File: config.mk
export PLATFORM = sky130hd
export DESIGN_NAME = epoch_to_calendar_time
export DESIGN_NICKNAME = d
export VERILOG_FILES = /design/src/hw/rtl/ect_pkg.sv /design/src/hw/rtl/ect_day_split.sv /design/src/hw/rtl/ect_clock.sv /design/src/hw/rtl/ect_civil.sv /design/src/hw/rtl/epoch_to_calendar_time.sv
export SDC_FILE = /design/constraint.sdc
export NUM_CORES = 2
export LEC_CHECK = 0
export BUFFER_PORTS_ARGS = -buffer_cell sky130_fd_sc_hd__buf_4
export CELL_PAD_IN_SITES_DETAIL_PLACEMENT = 1
export CELL_PAD_IN_SITES_GLOBAL_PLACEMENT = 2
export CORE_MARGIN = 4
export CORE_UTILIZATION = 49
export CTS_BUF_LIST = sky130_fd_sc_hd__clkbuf_8
export CTS_CLUSTER_SIZE = 16
export DETAILED_ROUTE_END_ITERATION = 16
export HOLD_SLACK_MARGIN = 0.03
export PLACE_DENSITY = 0.91
export SYNTH_ARGS = -nofsm -noshare
export SYNTH_HDL_FRONTEND = slang
export SYNTH_SLANG_ARGS = --single-unit
File: constraint.sdc
create_clock -name clock -period 19.21 [get_ports clock]
set_input_delay 1.921 -clock clock [delete_from_list [all_inputs] [get_ports clock]]
set_output_delay 1.921 -clock clock [all_outputs]
set_load 0.05 [all_outputs]
File: src/hw/rtl/ect_pkg.sv
`default_nettype none

package ect_pkg;

   // Field widths
   localparam int TS_W     = 32;
   localparam int LEN_W    = 16;
   localparam int DAYS_W   = 16;   // 2^32 / 86400 < 2^16
   localparam int REM_W    = 17;   // seconds of day < 86400
   localparam int DOE_W    = 18;   // day of era < 146097
   localparam int YOE_W    = 9;    // year of era < 400
   localparam int DOY_W    = 9;    // day of year < 366
   localparam int MP_W     = 4;    // March-based month 0..11
   localparam int R2_W     = 12;   // seconds of hour < 3600

   localparam logic [TS_W-1:0]  MIN_VALID_RESET = 32'h6774_1501;
   localparam logic [LEN_W-1:0] MIN_PAYLOAD_LEN = 16'd4;

   // Pipeline depths of the three units
   localparam int SPLIT_LAT  = 2;
   localparam int CLK_LAT    = 3;
   localparam int CIV_LAT    = 7;
   localparam int CLK_PAD    = CIV_LAT - CLK_LAT;
   localparam int PIPE_DEPTH = SPLIT_LAT + CIV_LAT + 1;

   // Reciprocal multipliers: floor(x/d) = (x * ceil(2^k/d)) >> k, exact when x*d <= 2^k.
   // Days: (ts >> 7) / 675 == ts / 86400
   localparam int DAY_SHIFT_LO = 7;
   localparam int DAY_X_W      = TS_W - DAY_SHIFT_LO;
   localparam int DAY_K        = 35;
   localparam longint DAY_DIV  = 675;
   localparam int DAY_M_W      = 26;
   localparam logic [DAY_M_W-1:0] DAY_M =
      DAY_M_W'(((64'd1 << DAY_K) + DAY_DIV - 1) / DAY_DIV);

   localparam int HOUR_K      = 29;
   localparam longint HOUR_DIV = 3600;
   localparam int HOUR_M_W    = 18;
   localparam logic [HOUR_M_W-1:0] HOUR_M =
      HOUR_M_W'(((64'd1 << HOUR_K) + HOUR_DIV - 1) / HOUR_DIV);

   localparam int MIN_K       = 18;
   localparam longint MIN_DIV = 60;
   localparam int MIN_M_W     = 13;
   localparam logic [MIN_M_W-1:0] MIN_M =
      MIN_M_W'(((64'd1 << MIN_K) + MIN_DIV - 1) / MIN_DIV);

   localparam int WD_K        = 19;
   localparam longint WD_DIV  = 7;
   localparam int WD_M_W      = 17;
   localparam int WD_OFFSET   = 4;    // 1970-01-01 was a Thursday
   localparam logic [WD_M_W-1:0] WD_M =
      WD_M_W'(((64'd1 << WD_K) + WD_DIV - 1) / WD_DIV);

   // Era selection: only eras 4 and 5 are reachable from a 32-bit stamp
   localparam int DAYS_SHIFT   = 719468;
   localparam int DAYS_PER_ERA = 146097;
   localparam int ERA_SPLIT    = 5 * DAYS_PER_ERA - DAYS_SHIFT;
   localparam int DOE_OFS_ERA4 = DAYS_SHIFT - 4 * DAYS_PER_ERA;

   localparam int Q4Y_K        = 29;
   localparam longint Q4Y_DIV  = 1460;
   localparam int Q4Y_M_W      = 19;
   localparam logic [Q4Y_M_W-1:0] Q4Y_M =
      Q4Y_M_W'(((64'd1 << Q4Y_K) + Q4Y_DIV - 1) / Q4Y_DIV);

   localparam int CENT_DAYS    = 36524;
   localparam int ERA_LAST_DAY = 146096;

   localparam int YR_K         = 27;
   localparam longint YR_DIV   = 365;
   localparam int YR_M_W       = 19;
   localparam logic [YR_M_W-1:0] YR_M =
      YR_M_W'(((64'd1 << YR_K) + YR_DIV - 1) / YR_DIV);

   localparam int C100_K       = 16;
   localparam longint C100_DIV = 100;
   localparam int C100_M_W     = 10;
   localparam logic [C100_M_W-1:0] C100_M =
      C100_M_W'(((64'd1 << C100_K) + C100_DIV - 1) / C100_DIV);

   localparam int MONTHS       = 12;
   localparam logic [MP_W-1:0] MP_JANUARY = 4'd10;
   localparam logic [7:0] YEAR_OFS_ERA4 = 8'(4 * 400 + 2048 - 2000);
   localparam logic [7:0] YEAR_OFS_ERA5 = 8'(5 * 400 - 2000);

   typedef struct packed {
      logic [4:0] hour;
      logic [5:0] minute;
      logic [5:0] second;
      logic [2:0] weekday;
   } clk_fields_type;

   typedef struct packed {
      logic [7:0] year;
      logic [3:0] month;
      logic [4:0] day;
   } date_fields_type;

   // First day of each month, in days after March 1
   function automatic logic [DOY_W-1:0] month_start(input logic [MP_W-1:0] mp);
      logic [DOY_W-1:0] s;
      case (mp)
         4'd0:    s = 9'd0;
         4'd1:    s = 9'd31;
         4'd2:    s = 9'd61;
         4'd3:    s = 9'd92;
         4'd4:    s = 9'd122;
         4'd5:    s = 9'd153;
         4'd6:    s = 9'd184;
         4'd7:    s = 9'd214;
         4'd8:    s = 9'd245;
         4'd9:    s = 9'd275;
         4'd10:   s = 9'd306;
         4'd11:   s = 9'd337;
         default: s = 9'd0;
      endcase
      return s;
   endfunction

endpackage

`default_nettype wire

File: src/hw/rtl/ect_day_split.sv
`default_nettype none

module ect_day_split import ect_pkg::*; (
   input  wire logic              clock,
   input  wire logic              adv,
   input  wire logic [TS_W-1:0]   ts,
   output logic      [DAYS_W-1:0] days,
   output logic      [REM_W-1:0]  rem
);

   logic [DAY_X_W-1:0]         x_ff;
   logic [DAY_SHIFT_LO-1:0]    lo_ff;
   logic [DAYS_W-1:0]          q1_ff, q1_in;
   logic [DAYS_W-1:0]          q2_ff;
   logic [REM_W-1:0]           rem_ff, rem_in;
   logic [DAY_X_W+DAY_M_W-1:0] prod;
   logic [DAY_X_W-1:0]         back;
   logic [DAY_X_W-1:0]         hi;

   // Stage 1: quotient by reciprocal multiply
   assign prod  = {{DAY_M_W{1'b0}}, ts[TS_W-1:DAY_SHIFT_LO]} * {{DAY_X_W{1'b0}}, DAY_M};
   assign q1_in = prod[DAY_K +: DAYS_W];

   // Stage 2: remainder
   assign back   = DAY_X_W'(q1_ff) * DAY_X_W'(DAY_DIV);
   assign hi     = x_ff - back;
   assign rem_in = {hi[REM_W-DAY_SHIFT_LO-1:0], lo_ff};

   always_ff @(posedge clock) begin
      if (adv) begin
         x_ff   <= ts[TS_W-1:DAY_SHIFT_LO];
         lo_ff  <= ts[DAY_SHIFT_LO-1:0];
         q1_ff  <= q1_in;
         q2_ff  <= q1_ff;
         rem_ff <= rem_in;
      end
   end

   assign days = q2_ff;
   assign rem  = rem_ff;

endmodule

`default_nettype wire

File: src/hw/rtl/ect_clock.sv
`default_nettype none

module ect_clock import ect_pkg::*; (
   input  wire logic              clock,
   input  wire logic              adv,
   input  wire logic [DAYS_W-1:0] days,
   input  wire logic [REM_W-1:0]  rem,
   output clk_fields_type         fields
);

   logic [REM_W+HOUR_M_W-1:0]  hour_prod;
   logic [DAYS_W-1:0]          dp4;
   logic [DAYS_W+WD_M_W-1:0]   wd_prod;
   logic [R2_W+MIN_M_W-1:0]    min_prod;

   logic [4:0]        hour1_ff, hour1_in;
   logic [REM_W-1:0]  rem1_ff;
   logic [DAYS_W-1:0] dp4_1_ff;
   logic [12:0]       wdq1_ff, wdq1_in;

   logic [R2_W-1:0]   r2_2_ff, r2_2_in;
   logic [4:0]        hour2_ff;
   logic [2:0]        wd2_ff, wd2_in;

   logic [5:0]        min3_ff, min3_in;
   logic [R2_W-1:0]   r2_3_ff;
   logic [4:0]        hour3_ff;
   logic [2:0]        wd3_ff;

   logic [R2_W-1:0]   sec_full;
   logic [REM_W-1:0]  hour_back;
   logic [DAYS_W-1:0] wd_back;

   // Stage 1: hour and week quotient
   assign hour_prod = {{HOUR_M_W{1'b0}}, rem} * {{REM_W{1'b0}}, HOUR_M};
   assign hour1_in  = hour_prod[HOUR_K +: 5];
   assign dp4       = days + DAYS_W'(WD_OFFSET);
   assign wd_prod   = {{WD_M_W{1'b0}}, dp4} * {{DAYS_W{1'b0}}, WD_M};
   assign wdq1_in   = wd_prod[WD_K +: 13];

   // Stage 2: seconds within hour, weekday remainder
   assign hour_back = REM_W'(hour1_ff) * REM_W'(HOUR_DIV);
   assign r2_2_in   = R2_W'(rem1_ff - hour_back);
   assign wd_back   = DAYS_W'(wdq1_ff) * DAYS_W'(WD_DIV);
   assign wd2_in    = 3'(dp4_1_ff - wd_back);

   // Stage 3: minute
   assign min_prod = {{MIN_M_W{1'b0}}, r2_2_ff} * {{R2_W{1'b0}}, MIN_M};
   assign min3_in  = min_prod[MIN_K +: 6];

   assign sec_full = r2_3_ff - R2_W'(min3_ff) * R2_W'(MIN_DIV);

   always_ff @(posedge clock) begin
      if (adv) begin
         hour1_ff <= hour1_in;
         rem1_ff  <= rem;
         dp4_1_ff <= dp4;
         wdq1_ff  <= wdq1_in;
         r2_2_ff  <= r2_2_in;
         hour2_ff <= hour1_ff;
         wd2_ff   <= wd2_in;
         min3_ff  <= min3_in;
         r2_3_ff  <= r2_2_ff;
         hour3_ff <= hour2_ff;
         wd3_ff   <= wd2_ff;
      end
   end

   assign fields.hour    = hour3_ff;
   assign fields.minute  = min3_ff;
   assign fields.second  = sec_full[5:0];
   assign fields.weekday = wd3_ff;

endmodule

`default_nettype wire

File: src/hw/rtl/ect_civil.sv
`default_nettype none

module ect_civil import ect_pkg::*; (
   input  wire logic              clock,
   input  wire logic              adv,
   input  wire logic [DAYS_W-1:0] days,
   output date_fields_type        fields
);

   // Stage 1
   logic             era5_1_ff, era5_1_in;
   logic [DOE_W-1:0] doe1_ff, doe1_in;
   // Stage 2
   logic [DOE_W+Q4Y_M_W-1:0] q4y_prod;
   logic [6:0]       a2_ff, a2_in;
   logic [2:0]       b2_ff, b2_in;
   logic             c2_ff, c2_in;
   logic [DOE_W-1:0] doe2_ff;
   logic             era5_2_ff;
   // Stage 3
   logic [DOE_W-1:0] t3_ff, t3_in;
   logic [DOE_W-1:0] doe3_ff;
   logic             era5_3_ff;
   // Stage 4
   logic [DOE_W+YR_M_W-1:0] yr_prod;
   logic [YOE_W-1:0] yoe4_ff, yoe4_in;
   logic [DOE_W-1:0] doe4_ff;
   logic             era5_4_ff;
   // Stage 5
   logic [YOE_W+C100_M_W-1:0] c100_prod;
   logic [DOE_W-1:0] p365_5_ff, p365_5_in;
   logic [1:0]       q100_5_ff, q100_5_in;
   logic [YOE_W-1:0] yoe5_ff;
   logic [DOE_W-1:0] doe5_ff;
   logic             era5_5_ff;
   // Stage 6
   logic [DOE_W-1:0] doy_full;
   logic [DOY_W-1:0] doy6_ff, doy6_in;
   logic [YOE_W-1:0] yoe6_ff;
   logic             era5_6_ff;
   // Stage 7
   logic [MP_W-1:0]  mp7_ff, mp7_in;
   logic [DOY_W-1:0] doy7_ff;
   logic [YOE_W-1:0] yoe7_ff;
   logic             era5_7_ff;

   logic [DOY_W-1:0] day_full;
   logic             jan_feb;

   // Stage 1: pick the era and the day within it
   assign era5_1_in = (days >= DAYS_W'(ERA_SPLIT));
   assign doe1_in   = era5_1_in ? DOE_W'(days) - DOE_W'(ERA_SPLIT)
                                : DOE_W'(days) + DOE_W'(DOE_OFS_ERA4);

   // Stage 2: leap-day corrections
   assign q4y_prod = {{Q4Y_M_W{1'b0}}, doe1_ff} * {{DOE_W{1'b0}}, Q4Y_M};
   assign a2_in    = q4y_prod[Q4Y_K +: 7];
   assign c2_in    = (doe1_ff >= DOE_W'(ERA_LAST_DAY));

   always_comb begin
      b2_in = '0;
      for (int i = 1; i <= 4; i++) begin
         if (doe1_ff >= DOE_W'(CENT_DAYS * i)) begin
            b2_in = b2_in + 3'd1;
         end
      end
   end

   // Stage 3
   assign t3_in = doe2_ff - DOE_W'(a2_ff) + DOE_W'(b2_ff) - DOE_W'(c2_ff);

   // Stage 4: year of era
   assign yr_prod = {{YR_M_W{1'b0}}, t3_ff} * {{DOE_W{1'b0}}, YR_M};
   assign yoe4_in = yr_prod[YR_K +: YOE_W];

   // Stage 5: days before this year
   assign p365_5_in = DOE_W'(yoe4_ff) * DOE_W'(YR_DIV);
   assign c100_prod = {{C100_M_W{1'b0}}, yoe4_ff} * {{YOE_W{1'b0}}, C100_M};
   assign q100_5_in = c100_prod[C100_K +: 2];

   // Stage 6: day of year
   assign doy_full = doe5_ff - p365_5_ff - DOE_W'(yoe5_ff[YOE_W-1:2]) + DOE_W'(q100_5_ff);
   assign doy6_in  = doy_full[DOY_W-1:0];

   // Stage 7: month search over the month-start table
   always_comb begin
      mp7_in = '0;
      for (int i = 1; i < MONTHS; i++) begin
         if (doy6_ff >= month_start(MP_W'(i))) begin
            mp7_in = MP_W'(i);
         end
      end
   end

   always_ff @(posedge clock) begin
      if (adv) begin
         era5_1_ff <= era5_1_in;
         doe1_ff   <= doe1_in;
         a2_ff     <= a2_in;
         b2_ff     <= b2_in;
         c2_ff     <= c2_in;
         doe2_ff   <= doe1_ff;
         era5_2_ff <= era5_1_ff;
         t3_ff     <= t3_in;
         doe3_ff   <= doe2_ff;
         era5_3_ff <= era5_2_ff;
         yoe4_ff   <= yoe4_in;
         doe4_ff   <= doe3_ff;
         era5_4_ff <= era5_3_ff;
         p365_5_ff <= p365_5_in;
         q100_5_ff <= q100_5_in;
         yoe5_ff   <= yoe4_ff;
         doe5_ff   <= doe4_ff;
         era5_5_ff <= era5_4_ff;
         doy6_ff   <= doy6_in;
         yoe6_ff   <= yoe5_ff;
         era5_6_ff <= era5_5_ff;
         mp7_ff    <= mp7_in;
         doy7_ff   <= doy6_ff;
         yoe7_ff   <= yoe6_ff;
         era5_7_ff <= era5_6_ff;
      end
   end

   // January and February belong to the next calendar year
   assign jan_feb  = (mp7_ff >= MP_JANUARY);
   assign day_full = doy7_ff - month_start(mp7_ff) + DOY_W'(1);

   assign fields.day   = day_full[4:0];
   assign fields.month = jan_feb ? mp7_ff - MP_W'(9) : mp7_ff + MP_W'(3);
   assign fields.year  = yoe7_ff[7:0] + (era5_7_ff ? YEAR_OFS_ERA5 : YEAR_OFS_ERA4)
                         + 8'(jan_feb);

endmodule

`default_nettype wire

File: src/hw/rtl/epoch_to_calendar_time.sv
`default_nettype none

// Channel  | Dir | Beat contents
// ---------+-----+--------------------------------------------------------------
// req_     | in  | timestamp (32b), payload_length (16b)
// rsp_     | out | valid flag on tuser; year, month, day, hour, minute, second, weekday
// csr_     | in  | APB register min_valid_time at byte address 0
//
// One beat in per clock while rsp_ is not stalled; every request beat produces
// one response beat after the civil-date pipeline (seven stages after the
// two-stage day/second split, plus the output register).
// Reset clears all valid bits and loads min_valid_time with its default.
// A stall on rsp_ freezes every stage together; req_tready drops only while
// the output register holds a beat that has not been taken.

module epoch_to_calendar_time import ect_pkg::*; (
   input  wire logic        clock,
   input  wire logic        reset,

   input  wire logic        req_tvalid,
   output logic             req_tready,
   input  wire logic [47:0] req_tdata,    // [31:0] timestamp, [47:32] payload_length

   output logic             rsp_tvalid,
   input  wire logic        rsp_tready,
   output logic [39:0]      rsp_tdata,    // [7:0] year_two_digit, [11:8] month,
                                          // [16:12] day, [21:17] hour, [27:22] minute,
                                          // [33:28] second, [36:34] weekday, rest zero
   output logic             rsp_tuser,    // [0] valid_res

   input  wire logic        csr_psel,
   input  wire logic        csr_penable,
   input  wire logic        csr_pwrite,
   input  wire logic [1:0]  csr_paddr,
   input  wire logic [31:0] csr_pwdata,
   output logic [31:0]      csr_prdata,
   output logic             csr_pready
);

   localparam logic [1:0] REG_MIN_VALID = 2'd0;

   logic [TS_W-1:0]  min_valid_ff, min_valid_in;
   logic             csr_wr;

   logic [TS_W-1:0]  ts;
   logic [LEN_W-1:0] len;
   logic             ok_now;
   logic             adv;

   logic [PIPE_DEPTH-1:0] v_ff, v_in;
   logic [PIPE_DEPTH-2:0] ok_ff, ok_in;

   logic [DAYS_W-1:0] days;
   logic [REM_W-1:0]  rem;
   clk_fields_type    clk_out;
   date_fields_type   date_out;
   clk_fields_type    clk_pad_ff [CLK_PAD];
   clk_fields_type    clk_pad_in [CLK_PAD];

   logic [39:0] rsp_tdata_ff, rsp_tdata_in;
   logic        rsp_tuser_ff, rsp_tuser_in;

   // Register port: writes take effect at the access phase, reads are immediate
   assign csr_pready   = 1'b1;
   assign csr_wr       = csr_psel & csr_penable & csr_pwrite & csr_pready
                         & (csr_paddr == REG_MIN_VALID);
   assign min_valid_in = csr_wr ? csr_pwdata : min_valid_ff;
   assign csr_prdata   = (csr_paddr == REG_MIN_VALID) ? min_valid_ff : '0;

   always_ff @(posedge clock) begin
      if (reset) begin
         min_valid_ff <= MIN_VALID_RESET;
      end else begin
         min_valid_ff <= min_valid_in;
      end
   end

   // Whole pipe advances unless the output beat is held
   assign adv        = ~rsp_tvalid | rsp_tready;
   assign req_tready = adv;

   assign ts     = req_tdata[TS_W-1:0];
   assign len    = req_tdata[TS_W +: LEN_W];
   // Flag short payloads and stamps not past the sanity bound as invalid
   assign ok_now = (len >= MIN_PAYLOAD_LEN) && (ts > min_valid_ff);

   assign v_in  = {v_ff[PIPE_DEPTH-2:0], req_tvalid};
   assign ok_in = {ok_ff[PIPE_DEPTH-3:0], ok_now};

   always_ff @(posedge clock) begin
      if (reset) begin
         v_ff <= '0;
      end else if (adv) begin
         v_ff <= v_in;
      end
   end

   always_ff @(posedge clock) begin
      if (adv) begin
         ok_ff <= ok_in;
      end
   end

   ect_day_split u_split (
      .clock (clock),
      .adv   (adv),
      .ts    (ts),
      .days  (days),
      .rem   (rem)
   );

   ect_clock u_clock (
      .clock  (clock),
      .adv    (adv),
      .days   (days),
      .rem    (rem),
      .fields (clk_out)
   );

   ect_civil u_civil (
      .clock  (clock),
      .adv    (adv),
      .days   (days),
      .fields (date_out)
   );

   // Delay the time-of-day fields to line up with the date
   always_comb begin
      clk_pad_in[0] = clk_out;
      for (int i = 1; i < CLK_PAD; i++) begin
         clk_pad_in[i] = clk_pad_ff[i-1];
      end
   end

   always_ff @(posedge clock) begin
      if (adv) begin
         for (int i = 0; i < CLK_PAD; i++) begin
            clk_pad_ff[i] <= clk_pad_in[i];
         end
      end
   end

   // Output register: zero every field of a rejected stamp
   always_comb begin
      rsp_tuser_in = ok_ff[PIPE_DEPTH-2];
      rsp_tdata_in = '0;
      if (rsp_tuser_in) begin
         rsp_tdata_in = {3'b000,
                         clk_pad_ff[CLK_PAD-1].weekday,
                         clk_pad_ff[CLK_PAD-1].second,
                         clk_pad_ff[CLK_PAD-1].minute,
                         clk_pad_ff[CLK_PAD-1].hour,
                         date_out.day,
                         date_out.month,
                         date_out.year};
      end
   end

   always_ff @(posedge clock) begin
      if (adv) begin
         rsp_tdata_ff <= rsp_tdata_in;
         rsp_tuser_ff <= rsp_tuser_in;
      end
   end

   assign rsp_tvalid = v_ff[PIPE_DEPTH-1];
   assign rsp_tdata  = rsp_tdata_ff;
   assign rsp_tuser  = rsp_tuser_ff;

endmodule

`default_nettype wire

==> summary.txt <==
Synth
  • Top_reg_cell synth: edfxtp_1
  • Mux share of post-synthesis cell area: 0.000820
  • Synth area leaders: ha_1 (28%), edfxtp_1 (26%), fa_1 (23%)
  • Synth Cell Area: 0.0488 sq mm
  • Main combinational cell family by area after synthesis: adder cells
  • Commonest cells in the netlist: ha_1 (1086), inv_1 (1079), fa_1 (552)
  • Yosys cell types: 74
  • Post-synthesis xor/xnor area fraction: 0.0332
  • Post-synthesis simple-gate area fraction: 0.0454
  • FFs w/ async S/R, synth: 0
  • Register area share after synthesis: 0.273
  • Share of the synthesized area in the top cell type: 0.278
  • Cell accounting for the most synthesized area: ha_1
  • Synthesis-stage register bit count: 458
  • Most frequent cell after synthesis: ha_1
  • Syn Area/Cell: 11.4 sq um
  • Post-Synth Adder-Cell Area: 0.505
  • Cell count after synthesis: 4277
  • EDFF count, synth: 416
  • Synth Area in Compound Gates: 0.0559
  • Yosys warns: 0

CTS
  • Longest Clk Path Bufs: 3
  • Clock latency on the worst-skew pair: 0.72 ns
  • Hold buffers post-CTS: 0
  • TritonCTS buffer count: 82
  • CTS root buffer: clkbuf_8
  • Clock Sinks: 458
  • Setup repair bufs after CTS: 0
  • CTS tree: yes
  • Clock Pin Slew Worst Setup and Hold Paths: 0.06 ns
  • H-tree depth: 3
  • Post_cts resized: 0

Detailed routing
  • Via Count: 30300
  • WL/cell: 19.2 um
  • Antenna-violating nets left: 0
  • DR vias/cell: 5.18
  • # DRC: 0
  • DR iter-0 viols: 1260
  • TritonRoute pass-1 iters: 5
  • Final wirelength: 112000 um

STA
  • Worst Tran Pin Value: 1.29 ns
  • Clock Skew: 0.0526 ns
  • Setup Viol. Count Final: 0
  • Max-slew violation count: 0
  • Max Fclk: 0.123 GHz
  • RSZ-0062 raised after global routing: false
  • Final critical-path share of the clock period: 0.424
  • Final hold viol count: 0
  • Slew HR: 0.137
  • Minimum clock period: 8.15 ns
  • Total negative slack: 0 ns

Floorplan
  • Die span in y: 324 um
  • Die extent in x: 324 um
  • Initial Utilization: 0.495
  • Die area: 0.105 sq mm
  • Row cnt: 115
  • Top Ports: 165
  • CORE AREA: 0.0986 sq mm

Worst setup path
  • Worst setup SP type: primary input
  • CP delay by family, top: adder cells
  • CP required: 19.66 ns
  • WP buf/inv: 5
  • Critical path type: in2reg
  • Crit. End Element: flip-flop
  • CP dominant cell by count: fa_1
  • Max FO, Critical Path: 9
  • Slowest-stage cell, CP: a311oi_1
  • Worst path max stage delay: 0.63 ns
  • Critical path, cell by cell: buf_4 > fa_1 > ha_1 > inv_1 > fa_1 > inv_1 > fa_1 > inv_1 > fa_1 > fa_1 > fa_1 > inv_1 > ha_1 > a21oi_1 > o21ai_0 > a311oi_1 > o211ai_1 > a21oi_1 > nor3_1 > a31o_2 > a311oi_1 > xnor2_1
  • Crit path DAT: 8.60 ns

Placement
  • Port Buf Inserts: 158
  • Post-detail-place hpwl: 91200 um
  • Routability cong.: 0.870

Global route
  • Largest net degree at the start of global routing: 99
  • Initial antenna violation count: 7
  • First-pass GRT wire length: 184000 um
  • Tot GR Track Use: 0.223
  • Vias in the first global route: 35100
  • Grt ovf: 0

Final layout
  • Layout cells sized above 1: 0.0667
  • Area grow syn2layout: 9.03%
  • Final net count: 6218

Job
  • Max_cap viols: 0

Run status
  • Status: finished clean

Worst hold path
  • Hold crit path type: reg2reg
## per-stage QoR
stage                     area (sq um)  utilization  worst slack (ns)  hold WS, ns  instances
after floorplan                  48800            -              5.75        0.400       4279
after global placement           51500        0.523             10.35        0.400       5694
after detailed placement         51500        0.523             10.33        0.405       5694
after CTS                        53200        0.540             11.12        0.385       5846
after global routing             53200        0.540             10.82        0.378       5847
final                            53200        0.540             11.06        0.395       5850
## routing by layer
layer | share of wire | wire (um) | GRT usage | vias to the layer above
li1 | - | - | - | 14400
met5 | 0.00024 | 27 | 0 | -
met1 | 0.43 | 48200 | 0.282 | 15300
met4 | 0.025 | 2850 | 0.0622 | 4
met3 | 0.034 | 3860 | 0.0328 | 178
met2 | 0.51 | 57100 | 0.402 | 426
## worst paths after layout
kind	start	end	slack [ns]	depth (start not counted)
min reg2reg	u_civil.doe3_ff[5]	u_civil.doe4_ff[5]	0.40	0
max	req_tdata[19]	u_split.q1_ff[15]	11.06	22
max reg2reg	u_split.days[8]	u_clock.wdq1_ff[2]	12.68	22
min	u_civil.doe3_ff[5]	u_civil.doe4_ff[5]	0.40	0
## layout make-up
| type | instances | area, sq um |
|---|---|---|
| Tap cell | 1287 | 1610 |
| Antenna cell | 4 | 10.0 |
| Sequential cell | 458 | 13300 |
| Multi-Input combinational cell | 2700 | 31300 |
| Clock inverter | 66 | 505 |
| Clock buffer | 86 | 1180 |
| Fill cell | 10500 | 45300 |
| Timing Repair Buffer | 168 | 1260 |
| Inverter | 1081 | 4070 |
## layout by cell type (no fill, tap or decap), drive strengths merged, types with 6 or more instances in the layout
cell    count
nand4      21
a21oi     133
o211ai      9
and3       15
o21a       23
bufinv      6
a211o      17
and2       42
o21ai      76
a221oi      9
and4        7
a21o       74
clkbuf     86
edfxtp    416
nand3      29
a31oi      11
ha       1086
clkinv     28
o21bai     10
nor2b      19
nor4        7
a31o        7
inv      1110
xnor2     145
nand2     119
buf       168
xor2       40
fa        552
nand2b     19
dfxtp      42
nor2       90
a211oi     11
nor3       63
## sequential cells by signal (all words and copies together) (netlist names), 8 cells and up
name and count:
u_clock.r2_2_ff 12, u_civil.doy6_ff 9, ok_ff 9, u_civil.doe3_ff 9, u_split.days 16, u_civil.yoe4_ff 9, v_ff 10, u_civil.yoe5_ff 9
u_civil.yoe7_ff 8, clk_pad_ff 80, u_civil.doe1_ff 18, u_split.x_ff 10, u_civil.doe2_ff 18, min_valid_ff 32, u_split.q1_ff 16, u_civil.doe4_ff 9
u_clock.rem1_ff 12, u_split.rem 17, rsp_tdata 37, u_civil.yoe6_ff 8, u_civil.t3_ff 18, u_civil.doe5_ff 9
## kinds of logic after synthesis
group	after synthesis
xor gates and xnor gates	185
DFF	458
adders and majority gates	1639
and+or+nand+nor	449
muxes	4
AOI/OAI and AO/OA	419
buffers and inverters	1121
other	2
Power is left out: the tool's default activity adds up to more than one toggle a clock period on the data nets, which glitch-free logic cannot reach.
